<file path="config.mk">
export PLATFORM = sky130hd
export DESIGN_NAME = multilevel_feedback_queue_scheduler
export DESIGN_NICKNAME = d
export VERILOG_FILES = /design/src/rtl/core/mlfq_pkg.sv /design/src/rtl/core/mlfq_queues.sv /design/src/rtl/core/multilevel_feedback_queue_scheduler.sv
export SDC_FILE = /design/constraint.sdc
export NUM_CORES = 2
export LEC_CHECK = 0
export BUFFER_PORTS_ARGS = -buffer_cell sky130_fd_sc_hd__clkbuf_2
export CORE_ASPECT_RATIO = 0.5
export CORE_MARGIN = 5
export CORE_UTILIZATION = 25
export CTS_CLUSTER_DIAMETER = 100
export DETAILED_ROUTE_END_ITERATION = 8
export SLEW_MARGIN = 10
export SYNTH_ARGS = -nofsm -noshare
export SYNTH_HDL_FRONTEND = slang
export SYNTH_SLANG_ARGS = --single-unit
</file>
<file path="constraint.sdc">
create_clock -name clock -period 17 [get_ports clock]
set_input_delay 0 -clock clock [delete_from_list [all_inputs] [get_ports clock]]
set_output_delay 0 -clock clock [all_outputs]
set_load 0.03 [all_outputs]
</file>
<file path="src/rtl/core/mlfq_pkg.sv">
// ----------------------------------------------------------------------------
// mlfq_pkg
// Shared types and codes of the multilevel feedback queue scheduler: event
// function codes, register indexes, reset values and the queue interface.
// ----------------------------------------------------------------------------
package mlfq_pkg;

   // fixed field widths
   localparam int TASK_W      = 6;
   localparam int FUNC_W      = 3;
   localparam int CFG_IDX_W   = 3;
   localparam int CFG_DATA_W  = 16;
   localparam int LEVELS_W    = 3;
   localparam int QREG_W      = 16;
   localparam int NUM_QREGS   = 4;
   localparam int LVL_MAX_W   = 3;

   // event function codes
   localparam logic [FUNC_W-1:0] FUNC_LOAD    = 3'd0;
   localparam logic [FUNC_W-1:0] FUNC_UNBLOCK = 3'd1;
   localparam logic [FUNC_W-1:0] FUNC_TICK    = 3'd2;
   localparam logic [FUNC_W-1:0] FUNC_BLOCK   = 3'd3;
   localparam logic [FUNC_W-1:0] FUNC_EXIT    = 3'd4;

   // register indexes
   localparam logic [CFG_IDX_W-1:0] REG_LEVELS   = 3'd0;
   localparam logic [CFG_IDX_W-1:0] REG_QUANTUM0 = 3'd1;
   localparam logic [CFG_IDX_W-1:0] REG_QUANTUM1 = 3'd2;
   localparam logic [CFG_IDX_W-1:0] REG_QUANTUM2 = 3'd3;
   localparam logic [CFG_IDX_W-1:0] REG_QUANTUM3 = 3'd4;

   // register reset values
   localparam logic [LEVELS_W-1:0] LEVELS_RESET   = 3'd4;
   localparam logic [QREG_W-1:0]   QUANTUM0_RESET = 16'd2;
   localparam logic [QREG_W-1:0]   QUANTUM1_RESET = 16'd4;
   localparam logic [QREG_W-1:0]   QUANTUM2_RESET = 16'd8;
   localparam logic [QREG_W-1:0]   QUANTUM3_RESET = 16'd16;

   // highest level with a quantum register of its own
   localparam logic [LVL_MAX_W-1:0] QLVL_LAST = 3'd3;

   // command from the sequencer to the queue block
   typedef struct packed {
      logic                 push;
      logic [LVL_MAX_W-1:0] push_lvl;
      logic [TASK_W-1:0]    push_task;
      logic                 pick;
      logic [LVL_MAX_W-1:0] last_lvl;
   } mlfq_qcmd_type;

   // pick result from the queue block
   typedef struct packed {
      logic                 found;
      logic [LVL_MAX_W-1:0] lvl;
      logic                 fwd;
   } mlfq_qsel_type;

endpackage

</file>
<file path="src/rtl/core/mlfq_queues.sv">
// ----------------------------------------------------------------------------
// mlfq_queues
// Per-level task FIFOs in one shared RAM, with head and count registers per
// level, priority pick of the lowest non-empty level and push-to-pop bypass.
// ----------------------------------------------------------------------------
module mlfq_queues #(
   parameter int LEVELS    = 4,
   parameter int MAX_TASKS = 64
) (
   input  logic                        clock,
   input  logic                        reset,
   input  mlfq_pkg::mlfq_qcmd_type     cmd,
   output mlfq_pkg::mlfq_qsel_type     sel,
   output logic [mlfq_pkg::TASK_W-1:0] pop_task
);
   import mlfq_pkg::*;

   localparam int LVL_W = (LEVELS > 1) ? $clog2(LEVELS) : 1;
   localparam int POS_W = $clog2(MAX_TASKS);
   localparam int CNT_W = $clog2(MAX_TASKS + 1);
   localparam int DEPTH = 1 << (LVL_W + POS_W);
   localparam logic [POS_W-1:0] LAST_POS = POS_W'(MAX_TASKS - 1);
   localparam logic [CNT_W-1:0] FULL_CNT = CNT_W'(MAX_TASKS);
   localparam logic [POS_W:0]   WRAP_SUM = (POS_W+1)'(MAX_TASKS);

   logic [TASK_W-1:0] store_mem [0:DEPTH-1];
   logic [POS_W-1:0]  head_ff  [LEVELS];
   logic [POS_W-1:0]  head_in  [LEVELS];
   logic [CNT_W-1:0]  count_ff [LEVELS];
   logic [CNT_W-1:0]  count_in [LEVELS];

   logic [LVL_W-1:0]  push_lvl;
   logic [LVL_W-1:0]  last_lvl;
   logic [LVL_W-1:0]  pick_lvl;
   logic              push_ok;
   logic              pick_found;
   logic              pick_fwd;
   logic              pop;
   logic [POS_W:0]    tail_sum;
   logic [POS_W-1:0]  tail_pos;
   logic [LEVELS-1:0] avail;

   assign push_lvl = LVL_W'(cmd.push_lvl);
   assign last_lvl = LVL_W'(cmd.last_lvl);

   // push is dropped on a full level
   assign push_ok  = cmd.push && (count_ff[push_lvl] < FULL_CNT);

   // tail position, head plus count wrapped once
   assign tail_sum = {1'b0, head_ff[push_lvl]} + (POS_W+1)'(count_ff[push_lvl]);
   assign tail_pos = (tail_sum >= WRAP_SUM) ? POS_W'(tail_sum - WRAP_SUM)
                                            : POS_W'(tail_sum);

   // levels in use that hold a task, counting this cycle's push
   always_comb begin
      for (int l = 0; l < LEVELS; l++) begin
         avail[l] = (LVL_W'(l) <= last_lvl) &&
                    ((count_ff[l] != '0) || (push_ok && (push_lvl == LVL_W'(l))));
      end
   end

   // lowest non-empty level wins
   always_comb begin
      pick_found = 1'b0;
      pick_lvl   = '0;
      for (int l = LEVELS - 1; l >= 0; l--) begin
         if (avail[l]) begin
            pick_found = 1'b1;
            pick_lvl   = LVL_W'(l);
         end
      end
   end

   // picked level was empty before the push: the pushed task comes straight back
   assign pick_fwd = push_ok && (push_lvl == pick_lvl) && (count_ff[pick_lvl] == '0);
   assign pop      = cmd.pick && pick_found;

   assign sel.found = pick_found;
   assign sel.lvl   = LVL_MAX_W'(pick_lvl);
   assign sel.fwd   = pick_fwd;

   // head and count update per level
   always_comb begin
      for (int l = 0; l < LEVELS; l++) begin
         count_in[l] = count_ff[l]
                     + CNT_W'(push_ok && (push_lvl == LVL_W'(l)))
                     - CNT_W'(pop && (pick_lvl == LVL_W'(l)));
         head_in[l]  = head_ff[l];
         if (pop && (pick_lvl == LVL_W'(l))) begin
            head_in[l] = (head_ff[l] == LAST_POS) ? '0 : head_ff[l] + POS_W'(1);
         end
      end
   end

   always_ff @(posedge clock) begin
      if (reset) begin
         for (int l = 0; l < LEVELS; l++) begin
            head_ff[l]  <= '0;
            count_ff[l] <= '0;
         end
      end else begin
         for (int l = 0; l < LEVELS; l++) begin
            head_ff[l]  <= head_in[l];
            count_ff[l] <= count_in[l];
         end
      end
   end

   // task RAM, one write and one registered read
   always_ff @(posedge clock) begin
      if (push_ok) begin
         store_mem[{push_lvl, tail_pos}] <= cmd.push_task;
      end
      if (pop) begin
         pop_task <= store_mem[{pick_lvl, head_ff[pick_lvl]}];
      end
   end

endmodule

</file>
<file path="src/rtl/core/multilevel_feedback_queue_scheduler.sv">
// ----------------------------------------------------------------------------
// multilevel_feedback_queue_scheduler
// Single-CPU multilevel feedback queue scheduler: per-level task FIFOs, a
// per-task level table and the running task with its remaining quantum.
// ----------------------------------------------------------------------------
//  channel | direction | handshake           | payload
//  req     | in        | req_valid/req_ready | req_func, req_task_id
//  rsp     | out       | rsp_valid/rsp_ready | rsp_run_task, rsp_is_idle
//  csr     | in        | csr_valid/csr_ready | csr_index, csr_data
//
// Load, unblock and a counting tick go from acceptance through EXEC to the
// output register; an event that picks a task also goes through PICK, the
// read of the task RAM. An unknown function is taken in IDLE and gives no result.
// Reset empties all queues and leaves the CPU idle; no clearing pass.
// A result waits in the output register; the block holds until it is taken.
// ----------------------------------------------------------------------------
module multilevel_feedback_queue_scheduler #(
   parameter int LEVELS       = 4,
   parameter int MAX_TASKS    = 64,
   parameter int QUANTUM_BITS = 16
) (
   input  logic                            clock,
   input  logic                            reset,
   input  logic                            req_valid,
   output logic                            req_ready,
   input  logic [mlfq_pkg::FUNC_W-1:0]     req_func,
   input  logic [mlfq_pkg::TASK_W-1:0]     req_task_id,
   output logic                            rsp_valid,
   input  logic                            rsp_ready,
   output logic [mlfq_pkg::TASK_W-1:0]     rsp_run_task,
   output logic                            rsp_is_idle,
   input  logic                            csr_valid,
   output logic                            csr_ready,
   input  logic [mlfq_pkg::CFG_IDX_W-1:0]  csr_index,
   input  logic [mlfq_pkg::CFG_DATA_W-1:0] csr_data
);
   import mlfq_pkg::*;

   localparam int LVL_W  = (LEVELS > 1) ? $clog2(LEVELS) : 1;
   localparam int TIDX_W = $clog2(MAX_TASKS);

   // sequencer states
   localparam logic [1:0] S_IDLE = 2'd0;
   localparam logic [1:0] S_EXEC = 2'd1;
   localparam logic [1:0] S_PICK = 2'd2;
   localparam logic [1:0] S_HOLD = 2'd3;

   logic [1:0]              state_ff, state_in;
   logic [LEVELS_W-1:0]     levels_ff;
   logic [QREG_W-1:0]       quantum_ff [NUM_QREGS];

   logic [FUNC_W-1:0]       func_ff;
   logic [TASK_W-1:0]       tid_ff;
   logic                    tid_ok_ff;
   logic                    fwd_ff, fwd_in;

   logic [TASK_W-1:0]       run_task_ff, run_task_in;
   logic                    run_valid_ff, run_valid_in;
   logic [QUANTUM_BITS-1:0] quantum_left_ff, quantum_left_in;

   logic                    rsp_valid_ff, rsp_valid_in;
   logic [TASK_W-1:0]       rsp_task_ff, rsp_task_in;
   logic                    rsp_idle_ff, rsp_idle_in;

   logic [LVL_W-1:0]        tlev_mem [0:MAX_TASKS-1];
   logic [LVL_W-1:0]        tlev_rdata_ff;
   logic [TIDX_W-1:0]       tlev_raddr;
   logic                    tlev_we;
   logic [TIDX_W-1:0]       tlev_waddr;
   logic [LVL_W-1:0]        tlev_wdata;

   logic                    accept;
   logic                    func_known;
   logic                    slot_free;
   logic                    finish;
   logic [LVL_W-1:0]        last_lvl;
   logic [LVL_W-1:0]        cur_lvl;
   logic [LVL_W-1:0]        up_lvl;
   logic [LVL_W-1:0]        down_lvl;
   logic [1:0]              qidx;
   logic [QUANTUM_BITS-1:0] pick_quantum;

   mlfq_qcmd_type           qcmd;
   mlfq_qsel_type           qsel;
   logic [TASK_W-1:0]       pop_task;

   mlfq_queues #(
      .LEVELS    (LEVELS),
      .MAX_TASKS (MAX_TASKS)
   ) u_queues (
      .clock    (clock),
      .reset    (reset),
      .cmd      (qcmd),
      .sel      (qsel),
      .pop_task (pop_task)
   );

   // handshakes
   assign req_ready  = (state_ff == S_IDLE);
   assign accept     = req_valid && req_ready;
   assign func_known = req_func inside {[FUNC_LOAD:FUNC_EXIT]};
   assign slot_free  = !rsp_valid_ff || rsp_ready;
   assign csr_ready  = 1'b1;

   // last level in use, register clamped to 1..LEVELS
   always_comb begin
      if (levels_ff == '0) begin
         last_lvl = '0;
      end else if ({1'b0, levels_ff} > 4'(LEVELS)) begin
         last_lvl = LVL_W'(LEVELS - 1);
      end else begin
         last_lvl = LVL_W'(levels_ff - 3'd1);
      end
   end

   // stored level clamped, then one up or one down
   assign cur_lvl  = (tlev_rdata_ff > last_lvl) ? last_lvl : tlev_rdata_ff;
   assign up_lvl   = (cur_lvl != '0) ? cur_lvl - LVL_W'(1) : cur_lvl;
   assign down_lvl = (cur_lvl < last_lvl) ? cur_lvl + LVL_W'(1) : cur_lvl;

   // quantum of the picked level, deeper levels share the last register
   assign qidx         = (qsel.lvl > QLVL_LAST) ? 2'(QLVL_LAST) : qsel.lvl[1:0];
   assign pick_quantum = QUANTUM_BITS'(quantum_ff[qidx]);

   // level table read address, taken at acceptance
   assign tlev_raddr = (req_func == FUNC_UNBLOCK) ? TIDX_W'(req_task_id)
                                                  : TIDX_W'(run_task_ff);

   // event sequencer
   always_comb begin
      state_in        = state_ff;
      fwd_in          = fwd_ff;
      run_task_in     = run_task_ff;
      run_valid_in    = run_valid_ff;
      quantum_left_in = quantum_left_ff;
      tlev_we         = 1'b0;
      tlev_waddr      = TIDX_W'(tid_ff);
      tlev_wdata      = '0;
      qcmd            = '0;
      qcmd.last_lvl   = LVL_MAX_W'(last_lvl);
      finish          = 1'b0;

      case (state_ff)
         S_IDLE: begin
            if (accept && func_known) begin
               state_in = S_EXEC;
            end
         end
         S_EXEC: begin
            case (func_ff)
               FUNC_LOAD: begin
                  if (tid_ok_ff) begin
                     tlev_we        = 1'b1;
                     tlev_wdata     = '0;
                     qcmd.push      = 1'b1;
                     qcmd.push_lvl  = '0;
                     qcmd.push_task = tid_ff;
                  end
                  finish = 1'b1;
               end
               FUNC_UNBLOCK: begin
                  if (tid_ok_ff) begin
                     tlev_we        = 1'b1;
                     tlev_wdata     = up_lvl;
                     qcmd.push      = 1'b1;
                     qcmd.push_lvl  = LVL_MAX_W'(up_lvl);
                     qcmd.push_task = tid_ff;
                  end
                  finish = 1'b1;
               end
               FUNC_TICK: begin
                  if (!run_valid_ff) begin
                     qcmd.pick = 1'b1;
                  end else if (quantum_left_ff <= QUANTUM_BITS'(1)) begin
                     // quantum expired: demote, requeue, pick again
                     quantum_left_in = '0;
                     tlev_we         = 1'b1;
                     tlev_waddr      = TIDX_W'(run_task_ff);
                     tlev_wdata      = down_lvl;
                     qcmd.push       = 1'b1;
                     qcmd.push_lvl   = LVL_MAX_W'(down_lvl);
                     qcmd.push_task  = run_task_ff;
                     qcmd.pick       = 1'b1;
                  end else begin
                     quantum_left_in = quantum_left_ff - QUANTUM_BITS'(1);
                     finish          = 1'b1;
                  end
               end
               FUNC_BLOCK, FUNC_EXIT: begin
                  qcmd.pick = 1'b1;
               end
               default: begin
                  state_in = S_IDLE;
               end
            endcase

            // pick outcome
            if (qcmd.pick) begin
               if (qsel.found) begin
                  quantum_left_in = pick_quantum;
                  fwd_in          = qsel.fwd;
                  state_in        = S_PICK;
               end else begin
                  run_valid_in = 1'b0;
                  finish       = 1'b1;
               end
            end
         end
         S_PICK: begin
            run_valid_in = 1'b1;
            if (!fwd_ff) begin
               run_task_in = pop_task;
            end
            finish = 1'b1;
         end
         S_HOLD: begin
            if (slot_free) begin
               state_in = S_IDLE;
            end
         end
         default: begin
            state_in = S_IDLE;
         end
      endcase

      if (finish) begin
         state_in = slot_free ? S_IDLE : S_HOLD;
      end
   end

   // output register
   always_comb begin
      rsp_valid_in = rsp_valid_ff && !rsp_ready;
      rsp_task_in  = rsp_task_ff;
      rsp_idle_in  = rsp_idle_ff;
      if (finish && slot_free) begin
         rsp_valid_in = 1'b1;
         rsp_task_in  = run_valid_in ? run_task_in : '0;
         rsp_idle_in  = !run_valid_in;
      end else if ((state_ff == S_HOLD) && slot_free) begin
         rsp_valid_in = 1'b1;
         rsp_task_in  = run_valid_ff ? run_task_ff : '0;
         rsp_idle_in  = !run_valid_ff;
      end
   end

   assign rsp_valid    = rsp_valid_ff;
   assign rsp_run_task = rsp_task_ff;
   assign rsp_is_idle  = rsp_idle_ff;

   // control registers
   always_ff @(posedge clock) begin
      if (reset) begin
         state_ff        <= S_IDLE;
         fwd_ff          <= 1'b0;
         run_task_ff     <= '0;
         run_valid_ff    <= 1'b0;
         quantum_left_ff <= '0;
         rsp_valid_ff    <= 1'b0;
      end else begin
         state_ff        <= state_in;
         fwd_ff          <= fwd_in;
         run_task_ff     <= run_task_in;
         run_valid_ff    <= run_valid_in;
         quantum_left_ff <= quantum_left_in;
         rsp_valid_ff    <= rsp_valid_in;
      end
   end

   // payload registers
   always_ff @(posedge clock) begin
      rsp_task_ff <= rsp_task_in;
      rsp_idle_ff <= rsp_idle_in;
      if (accept) begin
         func_ff   <= req_func;
         tid_ff    <= req_task_id;
         tid_ok_ff <= (32'(req_task_id) < 32'(MAX_TASKS));
      end
   end

   // configuration registers
   always_ff @(posedge clock) begin
      if (reset) begin
         levels_ff     <= LEVELS_RESET;
         quantum_ff[0] <= QUANTUM0_RESET;
         quantum_ff[1] <= QUANTUM1_RESET;
         quantum_ff[2] <= QUANTUM2_RESET;
         quantum_ff[3] <= QUANTUM3_RESET;
      end else if (csr_valid && csr_ready) begin
         case (csr_index)
            REG_LEVELS:   levels_ff     <= csr_data[LEVELS_W-1:0];
            REG_QUANTUM0: quantum_ff[0] <= csr_data;
            REG_QUANTUM1: quantum_ff[1] <= csr_data;
            REG_QUANTUM2: quantum_ff[2] <= csr_data;
            REG_QUANTUM3: quantum_ff[3] <= csr_data;
            default: ;
         endcase
      end
   end

   // per-task level RAM, read at acceptance, written during execution
   always_ff @(posedge clock) begin
      if (tlev_we) begin
         tlev_mem[tlev_waddr] <= tlev_wdata;
      end
      if (accept) begin
         tlev_rdata_ff <= tlev_mem[tlev_raddr];
      end
   end

endmodule

</file>
=== Word-level counts from Yosys, hierarchy flattened ===
Memory sizes are Yosys's and may differ from the RTL's. A register that Yosys moved wholly into a read port is not among the register bits.
Index checks and enable logic that the tools add are counted.

* Reduce and logical (&&, ||, !) cells: 51
* $lt $le $gt $ge: 13
* Add/sub/neg operators: 18
* Muxes and demuxes: 110
* Equal/unequal tests: 25
* Bitwise logic cells: 12

{| class="wikitable"
|+ Operators with widths
! kind !! count
|-
| $mux W16 || 9
|-
| $mux W6 || 24
|-
| $mux W1 || 42
|-
| $mux W2 || 20
|-
| $pmux W10 S3 || 1
|-
| $add A7 B1 Y7 || 4
|-
| $mux W7 || 4
|-
| $reduce_bool A7 Y1 || 4
|-
| $sub A7 B1 Y7 || 4
|-
| $add A6 B1 Y6 const B || 4
|-
| $eq A6 B6 Y1 const B || 4
|-
| $logic_and A1 B1 Y1 || 22
|-
| $mux W11 || 2
|-
| $le A16 B1 Y1 const B || 1
|-
| $sub A16 B1 Y16 const B || 1
|-
| $eq A2 B2 Y1 const B || 6
|-
| $eq A3 B2 Y1 const B || 4
|-
| $or A1 B1 Y1 || 12
|-
| $mux W10 || 1
|-
| $pmux W1 S2 || 5
|-
| $eq A3 B1 Y1 const B || 3
|-
| $logic_not A3 Y1 || 3
|-
| $add A6 B7 Y7 || 1
|-
| $ge A7 B7 Y1 const B || 1
|-
| other kinds (29) || 47
|}

* Memories kept: 5
* Output and inout port bits: 10
* Flip-flop bits (word level): 46
* Memory bits (writable): 1780
* Bits of input ports: 33
* Logic and storage cells: 245

{| class="wikitable"
|+ Memories
! memory !! depth !! width !! read ports !! clocked after memory_dff !! write ports !! line !! text
|-
| u_queues.store_mem || 256 || 6 || 1 || 1 || 1 || mlfq_queues.sv:26 || <nowiki>logic [TASK_W-1:0] store_mem [0:DEPTH-1];</nowiki>
|-
| tlev_mem || 64 || 2 || 1 || 1 || 1 || multilevel_feedback_queue_scheduler.sv:65 || <nowiki>logic [LVL_W-1:0] tlev_mem [0:MAX_TASKS-1];</nowiki>
|-
| quantum_ff || 4 || 16 || 1 || 0 || 4 || multilevel_feedback_queue_scheduler.sv:50 || <nowiki>logic [QREG_W-1:0] quantum_ff [NUM_QREGS];</nowiki>
|-
| u_queues.count_ff || 4 || 7 || 6 || 0 || 4 || mlfq_queues.sv:29 || <nowiki>logic [CNT_W-1:0] count_ff [LEVELS];</nowiki>
|-
| u_queues.head_ff || 4 || 6 || 6 || 0 || 4 || mlfq_queues.sv:27 || <nowiki>logic [POS_W-1:0] head_ff [LEVELS];</nowiki>
|}

=== Logic depth before layout (Yosys ltp) ===
An unclocked memory read counts as a cell.

* Word-level depth: 27
* Depth in mapped cells: 32
* Depth with buffers taken out: 30

=== Modules after synthesis ===
Synthesis repeated with hierarchy kept, for this count alone.

* Cells, all modules: 5734
* Area, all modules: 76694.8 sq um

{| class="wikitable"
|+ By module, submodules not included
! module !! cells an instance !! times used !! area each (sq um)
|-
| mlfq_queues || 4679 || 1 || 65193.8
|-
| multilevel_feedback_queue_scheduler || 1055 || 1 || 11501.0
|}

=== Least setup slack after synthesis ===
No wires, ideal clock.

* Path type: flip-flop to flip-flop
* Start: register quantum_left_ff[2]
* End: memory tlev_mem[57][0] (netlist name), enable pin
* Arrival time: 9471 ps
* Library setup time: 352 ps
* Path slack: 7177 ps
* Data required time: 16648 ps
* Clock period less this slack: 9823 ps
* Buffers on the path: 1
* Stages on the path, launching flop included: 9
* Path through: dfxtp_1 -> or4_4 -> nor4b_2 -> and4_1 -> buf_6 -> a22oi_1 -> nor2_1 -> nand3_1 -> nor2_1

* Cells in the longest elaborated chain, start to end: 7
* Elaborated cells between the ends (all ways): 11
* Classes of those cells: order compare: 1; mux: 10

{| class="wikitable"
|+ Ends and longest elaborated chain
! element !! line !! text
|-
| start: declaration || multilevel_feedback_queue_scheduler.sv:59 || <nowiki>logic [QUANTUM_BITS-1:0] quantum_left_ff, quantum_left_in;</nowiki>
|-
| start signal: assignment || multilevel_feedback_queue_scheduler.sv:265 || <nowiki>quantum_left_ff <= quantum_left_in;</nowiki>
|-
| $le A16 B1 Y1 (*) || multilevel_feedback_queue_scheduler.sv:174 || <nowiki>end else if (quantum_left_ff <= QUANTUM_BITS'(1)) begin</nowiki>
|-
| $mux W1 || multilevel_feedback_queue_scheduler.sv:174 ||
|-
| $mux W1 || multilevel_feedback_queue_scheduler.sv:172 || <nowiki>if (!run_valid_ff) begin</nowiki>
|-
| $pmux W1 S2 || multilevel_feedback_queue_scheduler.sv:150 || <nowiki>case (func_ff)</nowiki>
|-
| $mux W1 || multilevel_feedback_queue_scheduler.sv:143 || <nowiki>case (state_ff)</nowiki>
|-
| $mux W1 || multilevel_feedback_queue_scheduler.sv:303 || <nowiki>if (tlev_we) begin</nowiki>
|-
| $mux W1 (implied by the code) || multilevel_feedback_queue_scheduler.sv:304 || <nowiki>tlev_mem[tlev_waddr] <= tlev_wdata;</nowiki>
|-
| end: declaration || multilevel_feedback_queue_scheduler.sv:65 ||
|}

Every way passes the cells marked *; elsewhere a longest branch is shown, timed or not.

=== Worst setup path after layout ===
* Start: register levels_ff[0]
* End: register u_queues.pop_task[2] (netlist name) (read register of u_queues.store_mem) (data pin)

* Cells in the longest elaborated chain, start to end: 22
* Elaborated cells between the ends (all ways): 50
* Classes of those cells: add/sub: 3; order compare: 8; eq/ne: 3; mux: 17; reduce/logical: 17; memory: 2

{| class="wikitable"
|+ Ends and longest elaborated chain
! element !! line !! text
|-
| start: declaration || multilevel_feedback_queue_scheduler.sv:49 || <nowiki>logic [LEVELS_W-1:0] levels_ff;</nowiki>
|-
| start signal: assignment || multilevel_feedback_queue_scheduler.sv:291 || <nowiki>REG_LEVELS: levels_ff <= csr_data[LEVELS_W-1:0];</nowiki>
|-
| $gt A3 B3 Y1 or $sub A2 B1 Y2 (tied branches) || multilevel_feedback_queue_scheduler.sv:109, multilevel_feedback_queue_scheduler.sv:112 ||
|-
| $mux W2 || multilevel_feedback_queue_scheduler.sv:109 || <nowiki>end else if ({1'b0, levels_ff} > 4'(LEVELS)) begin</nowiki>
|-
| $mux W2 (*) || multilevel_feedback_queue_scheduler.sv:107 || <nowiki>if (levels_ff == '0) begin</nowiki>
|-
| $gt A2 B2 Y1 || multilevel_feedback_queue_scheduler.sv:117 || <nowiki>assign cur_lvl = (tlev_rdata_ff > last_lvl) ? last_lvl : tlev_rdata_ff;</nowiki>
|-
| $mux W2 || multilevel_feedback_queue_scheduler.sv:117 ||
|-
| $add A2 B1 Y2 or $lt A2 B2 Y1 (tied branches) || multilevel_feedback_queue_scheduler.sv:119 || <nowiki>assign down_lvl = (cur_lvl < last_lvl) ? cur_lvl + LVL_W'(1) : cur_lvl;</nowiki>
|-
| $mux W2 || multilevel_feedback_queue_scheduler.sv:119 ||
|-
| $mux W11 || multilevel_feedback_queue_scheduler.sv:174 ||
|-
| (+3 left out) || - ||
|-
| $mem_v2 Z4 W7 || - ||
|-
| $lt A7 B7 Y1 || mlfq_queues.sv:47 || <nowiki>assign push_ok = cmd.push && (count_ff[push_lvl] < FULL_CNT);</nowiki>
|-
| $logic_and A1 B1 Y1 || mlfq_queues.sv:47 ||
|-
| $logic_and A1 B1 Y1 || mlfq_queues.sv:58 || <nowiki>((count_ff[l] != '0) || (push_ok && (push_lvl == LVL_W'(l))));</nowiki>
|-
| $logic_or A1 B1 Y1 || mlfq_queues.sv:58 ||
|-
| $logic_and A1 B1 Y1 || mlfq_queues.sv:57 || <nowiki>avail[l] = (LVL_W'(l) <= last_lvl) &&</nowiki>
|-
| $mux W2 or $mux W1 (tied branches) (4 in series) || mlfq_queues.sv:67 || <nowiki>if (avail[l]) begin</nowiki>
|-
| $mem_v2 Z4 W6 or $logic_and A1 B1 Y1 (tied branches) || - ||
|-
| end: declaration || mlfq_queues.sv:14 || <nowiki>output logic [mlfq_pkg::TASK_W-1:0] pop_task</nowiki>
|}

Marked as above.
A chain may end at the register's enable or synchronous reset.

==> key figures <==
Worst setup path
  • Delay-heaviest family, CP: compound AO/OA/AOI/OAI gates
  • CP max stage cell: buf_4
  • Worst path required time: 17510 ps
  • Crit path max fanout: 86
  • Nature of the critical path endpoint: flop
  • CP Data Arrival Time: between 9000 and 10000 ps
  • Buf+Inv Stages, Crit Path: 5
  • CP Launch Type: flop
  • Max incr delay on CP: 870 ps
  • Critical path type: flop to flop

STA
  • Max-slew headroom: 0.1569
  • Final hold slack: between 70 and 80 ps
  • Final Cycle Share: 0.5402
  • Final hold vios: 0
  • Period minus WS final: between 9000 and 10000 ps
  • Setup Skew: 39.84 ps
  • Fmax: 0.1089 GHz
  • Slew @ Worst Pin: between 1000 and 1500 ps
  • Setup-failing EPs final: 0
  • Setup tns final: 0 ps
  • RSZ-0062 raised after global routing: no
  • Final Slew Violations: 0

Clocking
  • CTS tree: yes
  • Clock tree sinks: between 1.5k and 2k
  • Root Buffer: clkbuf_16
  • Cts repair resizes: 0
  • Post-CTS Setup Bufs: 0
  • CTS Buf Count: 186
  • Post-cts hold buffer count: 52
  • Clock Latency Late Sink: 820 ps
  • Depth of the CTS H-tree: 4
  • Clock Pin Slew Worst Setup and Hold Paths: 60 ps
  • Max clock buf depth: 3

Global routing
  • GR Overflow Total: 0
  • Global-route wire length before repair: 328.9 mm
  • Vias in the first global route: 49.35k
  • Tot GR Track Use: 0.1326
  • Initial antenna violation count: 4
  • Largest net degree at the start of global routing: between 200 and 250

Final layout
  • Final-layout fill cell count: 31.22k
  • Final instance area: 88310 um^2
  • Reg area: 54250 um^2
  • Footprint of the multi-input gates: 21260 um^2
  • Layout area overhead: 14.08%
  • Nets: 6464
  • Commonest non-fill, non-tap cells in the layout: edfxtp_1, nand2_1, nand3_1
  • Share of layout cells above drive strength 1: 0.07190
  • Most common cell after layout, fill and taps aside: edfxtp_1
  • Diode count: 0

Place
  • DPL Wire Length: about 130 mm
  • Port Buffers: 41
  • Post-DP Area: roughly 82000 um^2
  • Routability Congestion: 0.8420

Floorplanning
  • Initial core utilization: 0.2513
  • # IOs: between 40 and 50
  • Die width: 797.0 um
  • DIE HEIGHT: 403.5 um
  • Die ar.: 321500 um^2
  • Core Area: about 300000 um^2
  • Cell Rows: 144

Synth
  • Yosys warns: 0
  • Mapped Nets: 6496
  • Unique masters post-synth: 88
  • Ys flop type: edfxtp_1
  • Cells after Synth: 6400
  • Sequential-to-total area share from yosys stat: 0.7008
  • Asr flop ratio synth: 0
  • Post-Syn Area: 77410 um^2
  • Post-synth EDFFs: between 1.5k and 2k
  • Synthesized flop and latch total: 1834
  • Average size of a mapped cell: between 10 and 15 um^2

Pwr
  • Leakage power: 0.02849 uW
  • Pwr/cell area: ~150 nW/um^2
  • Peak supply drop: 0.2294 mV

Worst hold path
  • Min-Delay Path Class: input pin to flop

Detailed routing
  • Via density: a little under 5
  • Drc violations: 0
  • Vias: 51.95k
  • Routed len/inst: 20.90 um
  • Pre-antenna DRT Iters: 5
  • Final ANT Viol Nets: 0
  • DR iter-0 viols: between 6k and 7k
  • Routed Wire Length: 221.7 mm

Run
  • Max Cap Viol: 0

Outcome
  • Status: complete, no violations
[logic make-up after synthesis]
group,synth area share
other,0.00004844
AOI/OAI and AO/OA,0.07084
DFF,0.7008
adders and majority gates,0.01067
xor gates and xnor gates,0.004526
buffers and inverters,0.02799
muxes,0.01161
and+or+nand+nor,0.1735
[synthesized netlist by cell type, drive strengths merged, types with 14 or more instances]
master	count	area, um^2
edfxtp	1752	52610
nand2	1688	6339
nand3	523	2618
nor2	481	1808
buf	261	1401
a21oi	259	1308
clkbuf	145	544.3
a311oi	139	1217
and3	135	844.6
and2	110	688.2
a31oi	109	703.2
dfxtp	82	1642
o21ai	69	345.3
inv	59	221.5
ha	58	725.7
a211oi	50	375.4
mux2i	48	500.5
nor4	46	287.8
nor3	35	175.2
a2111oi	25	225.2
o22ai	24	150.1
a22oi	21	157.7
xnor2	21	183.9
xor2	19	166.4
nand4	17	106.4
nor2b	17	106.4
o31ai	15	117.6
o32ai	15	131.4
or3	15	93.84
mux2	14	172.7
[layout make-up]
class                           instances  share of cell area
Clock inverter                        115             0.01143
Inverter                               59            0.002508
Timing Repair Buffer                  186             0.01751
Clock buffer                          228             0.05557
Multi-Input combinational cell       4101              0.2408
Tap cell                             4088             0.05792
Sequential cell                      1834              0.6143
[registers in the layout, summed over array words and instances, names as in the netlist, 2 cells and up]
register / cells
u_queues.store_mem: 1536
tlev_mem: 128
quantum_ff: 64
u_queues.count_ff: 28
u_queues.head_ff: 24
quantum_left_ff: 16
rsp_run_task: 6
run_task_ff: 6
tid_ff: 6
u_queues.pop_task: 6
func_ff: 3
levels_ff: 3
state_ff: 2
tlev_rdata_ff: 2
[worst paths after layout]
| kind | startpoint | end | slack (ps) | cells past startpoint |
|---|---|---|---|---|
| hold / removal | csr_data[11] | quantum_ff[3][11] | 80 | 3 |
| setup reg to reg | levels_ff[0] | u_queues.pop_task[2] | 7820 | 25 |
| setup / recovery | levels_ff[0] | u_queues.pop_task[2] | 7820 | 25 |
| hold reg to reg | u_queues.head_ff[2][5] | u_queues.head_ff[2][5] | 500 | 1 |
[per-layer routing]
layer	up-vias	global-route usage	share of wire
li1	23280	-	-
met1	26060	0.1845	0.42
met2	2282	0.2135	0.47
met3	320	0.02355	0.087
met4	2	0.03451	0.023
met5	-	0	0.000059
[worst reg2reg max path: stages, from the launching register on]
cell and delay, ps:
dfxtp_1 320, inv_1 60, ha_1 320, a21bo_2 230, o21a_1 150, inv_1 180, ha_1 270, nor2b_1 150
o21ai_0 340, o21ai_0 230, ha_1 320, o211ai_1 330, a32oi_2 310, o31ai_2 640, nand2_1 210, a21oi_4 590
mux2i_4 320, buf_4 690, buf_4 730, buf_4 900, and3_1 400, a31oi_1 40, o22ai_1 220, a21oi_1 120
a31oi_1 650, nand4b_1 160
[through the flow]
stage | std cells | worst slack [ps] | power (uW) | util
2_1_floorplan | 6400 | 7177 | 8052 | -
3_3_place_gp | 10220 | 8046 | 9065 | 0.2657
3_5_place_dp | 10220 | 7958 | 9085 | 0.2657
6_report | 10610 | 7817 | 13060 | 0.2866
4_1_cts | 10610 | 7902 | 13090 | 0.2866
5_1_grt | 10610 | 7287 | 13700 | 0.2866
[report_power, final]
part	internal, uW	total (uW)	switching (uW)	leakage [uW]
logic	1240	3990	2740	0.0103
registers	4980	5050	65.4	0.0153
clock network	2270	4020	1750	0.00290
total	8500	13100	4560	0.0285
(Power assumes the default switching activity.)
